==> src/rtl/core/binary_to_decimal_ascii_macros.svh <==
// Assertion macros shared by the converter modules.
// Both sample on clk_i and are disabled while rst_ni is low.
`ifndef BINARY_TO_DECIMAL_ASCII_MACROS_SVH
`define BINARY_TO_DECIMAL_ASCII_MACROS_SVH

// The consequent holds in the same cycle as the antecedent.
`define B2D_ASSERT_SAME(label, ante, cons) \
  label: assert property (@(posedge clk_i) disable iff (!rst_ni) (ante) |-> (cons)) \
    else $error("assertion failed in binary_to_decimal_ascii");

// The consequent holds in the cycle after the antecedent.
`define B2D_ASSERT_NEXT(label, ante, cons) \
  label: assert property (@(posedge clk_i) disable iff (!rst_ni) (ante) |=> (cons)) \
    else $error("assertion failed in binary_to_decimal_ascii");

`endif

==> src/rtl/core/b2d_pkg.sv <==
`default_nettype none

package b2d_pkg;

  // Widths of the channel payloads.
  localparam int unsigned ValueW = 64;
  localparam int unsigned CharW  = 6;

  // ASCII code of the character '0'.
  localparam logic [CharW-1:0] ASCII_ZERO = 6'd48;

  // Status of the double dabble unit toward its neighbors.
  typedef struct packed {
    logic busy;
    logic done;
  } dd_stat_t;

  // Add-three correction of one BCD digit before it is doubled.
  function automatic logic [3:0] dd_adj(input logic [3:0] d);
    logic [3:0] r;
    r = (d >= 4'd5) ? 4'(d + 4'd3) : d;
    return r;
  endfunction

endpackage

`default_nettype wire

==> src/rtl/core/b2d_value_if.sv <==
`default_nettype none

// Request channel that carries one binary value.
interface b2d_value_if
  import b2d_pkg::*;
();
  logic              valid;
  logic              ready;
  logic [ValueW-1:0] value;

  modport source (output valid, output value, input ready);
  modport sink (input valid, input value, output ready);
endinterface

`default_nettype wire

==> src/rtl/core/b2d_digit_if.sv <==
`default_nettype none

// Request channel that carries one ASCII digit and its end marker.
interface b2d_digit_if
  import b2d_pkg::*;
();
  logic             valid;
  logic             ready;
  logic [CharW-1:0] digit_char;
  logic             last_digit;

  modport source (output valid, output digit_char, output last_digit, input ready);
  modport sink (input valid, input digit_char, input last_digit, output ready);
endinterface

`default_nettype wire

==> src/rtl/core/b2d_dabble.sv <==
`default_nettype none

`include "binary_to_decimal_ascii_macros.svh"

// Bit-serial double dabble: one binary bit enters the BCD register per cycle.
module b2d_dabble
  import b2d_pkg::*;
#(
  parameter int unsigned VALUE_BITS = 64,
  parameter int unsigned NumDigits  = 20
) (
  input  wire logic                   clk_i,
  input  wire logic                   rst_ni,
  input  wire logic                   start_i,
  input  wire logic [ValueW-1:0]      value_i,
  output      dd_stat_t               stat_o,
  output      logic [NumDigits*4-1:0] bcd_o
);

  localparam int unsigned BcdW = NumDigits * 4;
  localparam int unsigned CntW = $clog2(VALUE_BITS + 1);

  logic                  busy_q, busy_d;
  logic                  done_q, done_d;
  logic [CntW-1:0]       cnt_q, cnt_d;
  logic [VALUE_BITS-1:0] bin_q, bin_d;
  logic [BcdW-1:0]       bcd_q, bcd_d;
  logic [BcdW-1:0]       bcd_adj;

  // Correct every digit that would overflow once it is doubled.
  always_comb begin
    for (int i = 0; i < NumDigits; i++) begin
      bcd_adj[4*i +: 4] = dd_adj(bcd_q[4*i +: 4]);
    end
  end

  // Load a new value, or shift one bit per cycle until all bits are in.
  always_comb begin
    busy_d = busy_q;
    done_d = 1'b0;
    cnt_d  = cnt_q;
    bin_d  = bin_q;
    bcd_d  = bcd_q;
    if (start_i) begin
      busy_d = 1'b1;
      cnt_d  = CntW'(VALUE_BITS);
      bin_d  = value_i[VALUE_BITS-1:0];
      bcd_d  = '0;
    end else if (busy_q) begin
      bcd_d = {bcd_adj[BcdW-2:0], bin_q[VALUE_BITS-1]};
      bin_d = {bin_q[VALUE_BITS-2:0], 1'b0};
      cnt_d = cnt_q - CntW'(1);
      if (cnt_q == CntW'(1)) begin
        busy_d = 1'b0;
        done_d = 1'b1;
      end
    end
  end

  // Control registers.
  always_ff @(posedge clk_i or negedge rst_ni) begin
    if (!rst_ni) begin
      busy_q <= 1'b0;
      done_q <= 1'b0;
      cnt_q  <= '0;
    end else begin
      busy_q <= busy_d;
      done_q <= done_d;
      cnt_q  <= cnt_d;
    end
  end

  // Data shift registers.
  always_ff @(posedge clk_i) begin
    bin_q <= bin_d;
    bcd_q <= bcd_d;
  end

  assign stat_o.busy = busy_q;
  assign stat_o.done = done_q;
  assign bcd_o       = bcd_q;

  // The bit counter is never empty while the unit shifts.
  `B2D_ASSERT_SAME(a_busy_cnt, busy_q, cnt_q != '0)
  // The final shift raises done in the next cycle.
  `B2D_ASSERT_NEXT(a_last_done, busy_q && !start_i && cnt_q == CntW'(1), done_q)
  // Done and busy are never high together.
  `B2D_ASSERT_SAME(a_done_idle, done_q, !busy_q)

endmodule

`default_nettype wire

==> src/rtl/core/b2d_emit.sv <==
`default_nettype none

`include "binary_to_decimal_ascii_macros.svh"

// Digit emitter: skips leading zeros, then sends one digit per cycle while the sink is ready.
module b2d_emit
  import b2d_pkg::*;
#(
  parameter int unsigned NumDigits = 20
) (
  input  wire logic                   clk_i,
  input  wire logic                   rst_ni,
  input  wire logic                   load_i,
  input  wire logic [NumDigits*4-1:0] bcd_i,
  output      logic                   idle_o,
  b2d_digit_if.source                 out_o
);

  localparam int unsigned BcdW  = NumDigits * 4;
  localparam int unsigned LeftW = $clog2(NumDigits + 1);

  localparam logic [1:0] StIdle = 2'd0;
  localparam logic [1:0] StSkip = 2'd1;
  localparam logic [1:0] StSend = 2'd2;

  logic [1:0]       state_q, state_d;
  logic [LeftW-1:0] left_q, left_d;
  logic [BcdW-1:0]  bcd_q, bcd_d;
  logic [3:0]       top_digit;
  logic             one_left;

  assign top_digit = bcd_q[BcdW-1 -: 4];
  assign one_left  = (left_q == LeftW'(1));

  // Sequencer over the digit register, most significant digit first.
  always_comb begin
    state_d = state_q;
    left_d  = left_q;
    bcd_d   = bcd_q;
    unique case (state_q)
      StIdle: begin
        if (load_i) begin
          state_d = StSkip;
          left_d  = LeftW'(NumDigits);
          bcd_d   = bcd_i;
        end
      end
      StSkip: begin
        if (top_digit == 4'd0 && !one_left) begin
          left_d = left_q - LeftW'(1);
          bcd_d  = {bcd_q[BcdW-5:0], 4'b0000};
        end else begin
          state_d = StSend;
        end
      end
      StSend: begin
        if (out_o.ready) begin
          if (one_left) begin
            state_d = StIdle;
          end else begin
            left_d = left_q - LeftW'(1);
            bcd_d  = {bcd_q[BcdW-5:0], 4'b0000};
          end
        end
      end
      default: begin
        state_d = StIdle;
      end
    endcase
  end

  // Control registers.
  always_ff @(posedge clk_i or negedge rst_ni) begin
    if (!rst_ni) begin
      state_q <= StIdle;
      left_q  <= '0;
    end else begin
      state_q <= state_d;
      left_q  <= left_d;
    end
  end

  // Digit shift register.
  always_ff @(posedge clk_i) begin
    bcd_q <= bcd_d;
  end

  assign idle_o           = (state_q == StIdle);
  assign out_o.valid      = (state_q == StSend);
  assign out_o.digit_char = ASCII_ZERO + {2'b00, top_digit};
  assign out_o.last_digit = one_left;

  // A digit is only offered while digits remain.
  `B2D_ASSERT_SAME(a_send_left, state_q == StSend, left_q != '0)
  // Taking the final digit returns the emitter to idle.
  `B2D_ASSERT_NEXT(a_last_idle, state_q == StSend && out_o.ready && one_left,
                   state_q == StIdle)
  // A skipped leading zero uses up one digit position.
  `B2D_ASSERT_NEXT(a_skip_count, state_q == StSkip && top_digit == 4'd0 && !one_left,
                   left_q == $past(left_q) - LeftW'(1))

endmodule

`default_nettype wire

==> src/rtl/core/binary_to_decimal_ascii.sv <==
// Flow: a value is accepted only while the double dabble unit and the emitter are idle;
// the unit shifts its bits into the BCD register one bit per cycle, and the emitter then
// loads the digits, skips the leading zero digits and offers the first digit. A new
// value is not taken until the last digit of the previous one has been taken.
// Reset: rst_ni clears the control state asynchronously; the block is then idle.
`default_nettype none

module binary_to_decimal_ascii
  import b2d_pkg::*;
#(
  parameter int unsigned VALUE_BITS = 64
) (
  input  wire logic   clk_i,
  input  wire logic   rst_ni,
  b2d_value_if.sink   in_i,
  b2d_digit_if.source out_o
);

  // Decimal digits needed for the largest VALUE_BITS-bit value.
  localparam int unsigned NumDigits = (VALUE_BITS * 30103) / 100000 + 1;

  dd_stat_t                 dd_stat;
  logic [NumDigits*4-1:0]   dd_bcd;
  logic                     emit_idle;
  logic                     start;

  // One value is in flight at a time.
  assign in_i.ready = !dd_stat.busy && !dd_stat.done && emit_idle;
  assign start      = in_i.valid && in_i.ready;

  b2d_dabble #(
    .VALUE_BITS (VALUE_BITS),
    .NumDigits  (NumDigits)
  ) u_dabble (
    .clk_i   (clk_i),
    .rst_ni  (rst_ni),
    .start_i (start),
    .value_i (in_i.value),
    .stat_o  (dd_stat),
    .bcd_o   (dd_bcd)
  );

  b2d_emit #(
    .NumDigits (NumDigits)
  ) u_emit (
    .clk_i  (clk_i),
    .rst_ni (rst_ni),
    .load_i (dd_stat.done),
    .bcd_i  (dd_bcd),
    .idle_o (emit_idle),
    .out_o  (out_o)
  );

endmodule

`default_nettype wire
==> src/flat_wrapper.sv <==
// flat-port wrapper written by rule: the top's interface ports become plain ports
module binary_to_decimal_ascii_flat import b2d_pkg::*;
#(
  parameter int unsigned VALUE_BITS = 64
)
  (clk_i, rst_ni, in_i_valid, in_i_value, in_i_ready, out_o_valid, out_o_digit_char, out_o_last_digit, out_o_ready);
  b2d_value_if in_i_i ();
  b2d_digit_if out_o_i ();
  input  wire logic clk_i;
  input  wire logic rst_ni;
  input wire logic [$bits(in_i_i.valid)-1:0] in_i_valid;
  input wire logic [$bits(in_i_i.value)-1:0] in_i_value;
  output wire logic [$bits(in_i_i.ready)-1:0] in_i_ready;
  output wire logic [$bits(out_o_i.valid)-1:0] out_o_valid;
  output wire logic [$bits(out_o_i.digit_char)-1:0] out_o_digit_char;
  output wire logic [$bits(out_o_i.last_digit)-1:0] out_o_last_digit;
  input wire logic [$bits(out_o_i.ready)-1:0] out_o_ready;
  assign in_i_i.valid = in_i_valid;
  assign in_i_i.value = in_i_value;
  assign in_i_ready = in_i_i.ready;
  assign out_o_valid = out_o_i.valid;
  assign out_o_digit_char = out_o_i.digit_char;
  assign out_o_last_digit = out_o_i.last_digit;
  assign out_o_i.ready = out_o_ready;
  binary_to_decimal_ascii #(.VALUE_BITS(VALUE_BITS)) u_core (.clk_i(clk_i), .rst_ni(rst_ni), .in_i(in_i_i), .out_o(out_o_i));
endmodule
==> config.mk <==
export PLATFORM = sky130hd
export DESIGN_NAME = binary_to_decimal_ascii_flat
export DESIGN_NICKNAME = d
export VERILOG_FILES = /design/src/rtl/core/b2d_pkg.sv /design/src/rtl/core/b2d_value_if.sv /design/src/rtl/core/b2d_digit_if.sv /design/src/rtl/core/b2d_dabble.sv /design/src/rtl/core/b2d_emit.sv /design/src/rtl/core/binary_to_decimal_ascii.sv /design/src/flat_wrapper.sv
export VERILOG_INCLUDE_DIRS = /design/src /design/src/rtl/core
export SDC_FILE = /design/constraint.sdc
export NUM_CORES = 1
export LEC_CHECK = 0
export BUFFER_PORTS_ARGS = -buffer_cell sky130_fd_sc_hd__buf_2
export CORE_UTILIZATION = 56
export DETAILED_ROUTE_END_ITERATION = 10
export HOLD_SLACK_MARGIN = 0.03
export PLACE_DENSITY_LB_ADDON = 0.2
export SYNTH_ARGS = -nofsm -noshare
export SYNTH_HDL_FRONTEND = slang
export SYNTH_SLANG_ARGS = --single-unit
==> constraint.sdc <==
create_clock -name clk_i -period 7.4 [get_ports clk_i]
set_input_delay 0.37 -clock clk_i [delete_from_list [all_inputs] [get_ports clk_i]]
set_output_delay 0.37 -clock clk_i [all_outputs]
set_load 0.05 [all_outputs]
==> results.txt <==
status: completed
Final Max Tran Viols: 0
Worst-Margin Slew: 1000 ps
die area: 20600 sq um
DR iter-0 viols: 413
number of synthesized flops with an enable pin: 144
max-cap violations: 0
layout cells sized above 1: 0.140
Synth Register Bits: 240
Critical path buffers and inverters: 2
slew margin rel.: 0.331
HPWL after DPL: 12100 um
fin cells: 1447
Antenna Cells: 0
Hold Startpoint: in_i_value[20]
Critical Path RT: 7550 ps
CP max stage delay: 670 ps
Pre-Repair DR Iteration Count: 4
Core ar.: 19600 sq um
Yosys cell types: 39
sequential share of power: 0.511
clock share of power: 0.481
clock tree from TritonCTS: built
worst path arrival time: 3240 ps
die span in y: 144 um
# resized after CTS: 0
Final Power: 2.74 mW
PortBufs: 74
RSZ-0062 raised after global routing: false
GR Overflow Total: 0
routed wl met3: 543 um
CTS sink count: 240
wl on met1: 9610 um
CP max-delay cell: buf_4
design area: 12700 sq um
Initial Util: 0.574
number of failing hold endpoints at the final stage: 0
Root Driver: clkbuf_16
row count: 51
R2R depth: 7
initial antenna violation count: 0
Routability Congestion: 0.761
predominant post-synthesis flop cell: edfxtp_1
VDD IR-drop max: 0.176 mV
Max FO, Critical Path: 87
Syn Area/Cell: 10.1 sq um
Worst path depth: 7
CP Launch Type: flip-flop
ys async rst share: 0.0667
Clock Path Buffers: 3
CTS Buf Count: 26
final WL: 20400 um
postcts setup bufs: 0
H-tree levels: 1
Ys Warns: 0
Mapped Area: 11200 sq um
largest net degree at the start of global routing: 94
DP Area: 11800 sq um
dpl cells: 1398
first-pass GRT wire length: 33700 um
Cells after Synth: 1110
Int Pwr: 2.23 mW
chip width: 144 um
final setup fails: 0
Hold Crit Depth: 3
Switching Power: 0.518 mW
hold worst-path end: u_core.u_dabble.bin_q[20]
sw frac: 0.189
drt drc: 0
area delta synth->final: 12.7%
critical path class: flip-flop to flip-flop
Seq/Total Area, Yosys: 0.563
Clk pin slew, worst setup/hold paths: 60 ps
FMAX: 0.323 GHz
P_leak: 5.46 nW
Via Count: 7610
worst-path cell chain: inv_1 > ha_4 > nor2b_1 > and2_1 > nand2_4 > nand2_2 > buf_4
met2 wire length: 9880 um
r2r setup slk: 4310 ps
Layout fillers: 1593
crit-path leading delay family: simple AND/OR/NAND/NOR gates
minimum clock period: 3090 ps
combinational share of power: 0.008
wire per inst: 14.1 um
num ports: 77
worst-case hold slack: 103 ps
final period utilization: 0.418
setup TNS: 0 ps
GRT Total Usage: 0.202
Crit Reg-Reg Startpoint: u_core.u_emit.state_q[0]
worst-skew pair later-pin latency: 520 ps
Worst Hold Class: primary input to flip-flop
P per Cell Area: 217 nW/um^2
CP Capture Type: flip-flop
Layout Skew: 9.90 ps
post-route ant nets: 0
Top Metal Used: met4
vias in the first global route: 7158
Vias/cell: 5.26
Nets: 1278
reg-to-reg endpoint: u_core.u_dabble.bin_q[53]
==> registers in the layout (all words and copies together) (netlist names) <==
signal / count
u_core.u_emit.state_q: 2
u_core.u_emit.bcd_q: 80
u_core.u_dabble.busy_q: 1
u_core.u_dabble.cnt_q: 7
u_core.u_emit.left_q: 5
u_core.u_dabble.bcd_o: 80
u_core.u_dabble.bin_q: 64
u_core.u_dabble.done_q: 1
==> layout make-up <==
type	instances	area, sq um	area share
clock buffer	44	811	0.0640
clock inverter	4	70.1	0.00553
inverter	50	189	0.0149
multi-input combinational	763	4510	0.356
sequential	240	6330	0.500
tap	265	332	0.0262
timing repair buffer	81	425	0.0336
==> routing by layer <==
| metal | global-route usage | vias to the layer above |
|---|---|---|
| met5 | 0 | - |
| met4 | 0.0571 | 0 |
| met3 | 0.0303 | 36 |
| met2 | 0.338 | 88 |
| met1 | 0.273 | 3588 |
| li1 | - | 3898 |
==> synth_stat cells, drive strengths merged (2+ instances only) <==
cell type	count	share of area
nand2	262	0.088
edfxtp	144	0.38
o21ai	103	0.046
dfxtp	80	0.14
a21oi	64	0.029
nor2	52	0.017
inv	50	0.017
ha	48	0.053
nand3	43	0.019
mux2	39	0.039
clkbuf	37	0.012
nand2b	24	0.013
mux2i	23	0.020
xnor2	22	0.017
buf	21	0.0098
o31ai	21	0.014
xor2	18	0.014
or3	17	0.0095
dfrtp	16	0.036
nor2b	5	0.0028
nor3	3	0.0013
and3	2	0.0011
nand3b	2	0.0013
nor3b	2	0.0013
nor4	2	0.0011
o211ai	2	0.0013
o221ai	2	0.0031
==> kinds of logic after synthesis <==
logic type	Yosys count	share of synthesized area
DFF	240	0.563
xor gates and xnor gates	40	0.0312
buffers and inverters	108	0.0389
muxes	62	0.0596
and+or+nand+nor	417	0.159
other	1	0.000334
adders and majority gates	48	0.0534
AOI/OAI and AO/OA	194	0.0945
==> worst register-to-register path: stages (launching register included) <==
cell     delay (ps)
dfrtp_1         390
inv_1           140
ha_4            170
nor2b_1         270
and2_1          260
nand2_4         530
nand2_2         260
buf_4           670
==> power groups by stage <==
| stage | Combinational, mW | Sequential (mW) | Clock, mW |
|---|---|---|---|
| 2_1_floorplan | 0.00351 | 1.43 | 0 |
| 3_3_place_gp | 0.0237 | 1.43 | 0 |
| 3_5_place_dp | 0.0232 | 1.43 | 0 |
| 4_1_cts | 0.0237 | 1.40 | 1.34 |
| 5_1_grt | 0.0255 | 1.40 | 1.40 |
| 6_report | 0.0232 | 1.40 | 1.32 |
==> through the flow <==
stage	utilization	setup WS, ps
finish	0.646	4310
global route	0.646	4070
CTS	0.646	4310
detailed placement	0.601	4320
global placement	0.601	4380
floorplan	-	3860
==> placed cells by master (no fill, tap or decap), drive strengths merged, types with 2 or more instances in the layout <==
| cell type | n |
|---|---|
| nor2b | 5 |
| nand2 | 262 |
| and3 | 2 |
| buf | 80 |
| o31ai | 21 |
| o21ai | 103 |
| o211ai | 2 |
| inv | 49 |
| clkinv | 3 |
| nor3b | 2 |
| nor3 | 3 |
| nor4 | 2 |
| nand2b | 24 |
| ha | 48 |
| clkbuf | 44 |
| edfxtp | 144 |
| bufinv | 2 |
| xor2 | 18 |
| or3 | 17 |
| conb | 2 |
| dfrtp | 16 |
| mux2i | 23 |
| nor2 | 52 |
| nand3b | 2 |
| nand3 | 43 |
| o221ai | 2 |
| a21oi | 64 |
| mux2 | 39 |
| dfxtp | 80 |
| xnor2 | 22 |
==> worst max-delay path by stage <==
stage                                  start                        end  slack [ps]
global route        u_core.u_emit.state_q[0]  u_core.u_dabble.bin_q[48]        4070
floorplan           u_core.u_emit.state_q[0]   u_core.u_dabble.bin_q[0]        3860
CTS                 u_core.u_emit.state_q[0]  u_core.u_dabble.bin_q[57]        4310
global placement    u_core.u_emit.state_q[0]  u_core.u_dabble.bin_q[48]        4380
detailed placement  u_core.u_emit.state_q[0]  u_core.u_dabble.bin_q[48]        4320
finish              u_core.u_emit.state_q[0]  u_core.u_dabble.bin_q[53]        4310
==> what timing repair did <==
action                                 4_1_cts  5_1_grt
endpoints found under the hold margin       16        0
hold buffers                                 1        0
setup endpoints to repair                    0        0
No activity file was read; power rests on OpenSTA's default activity.
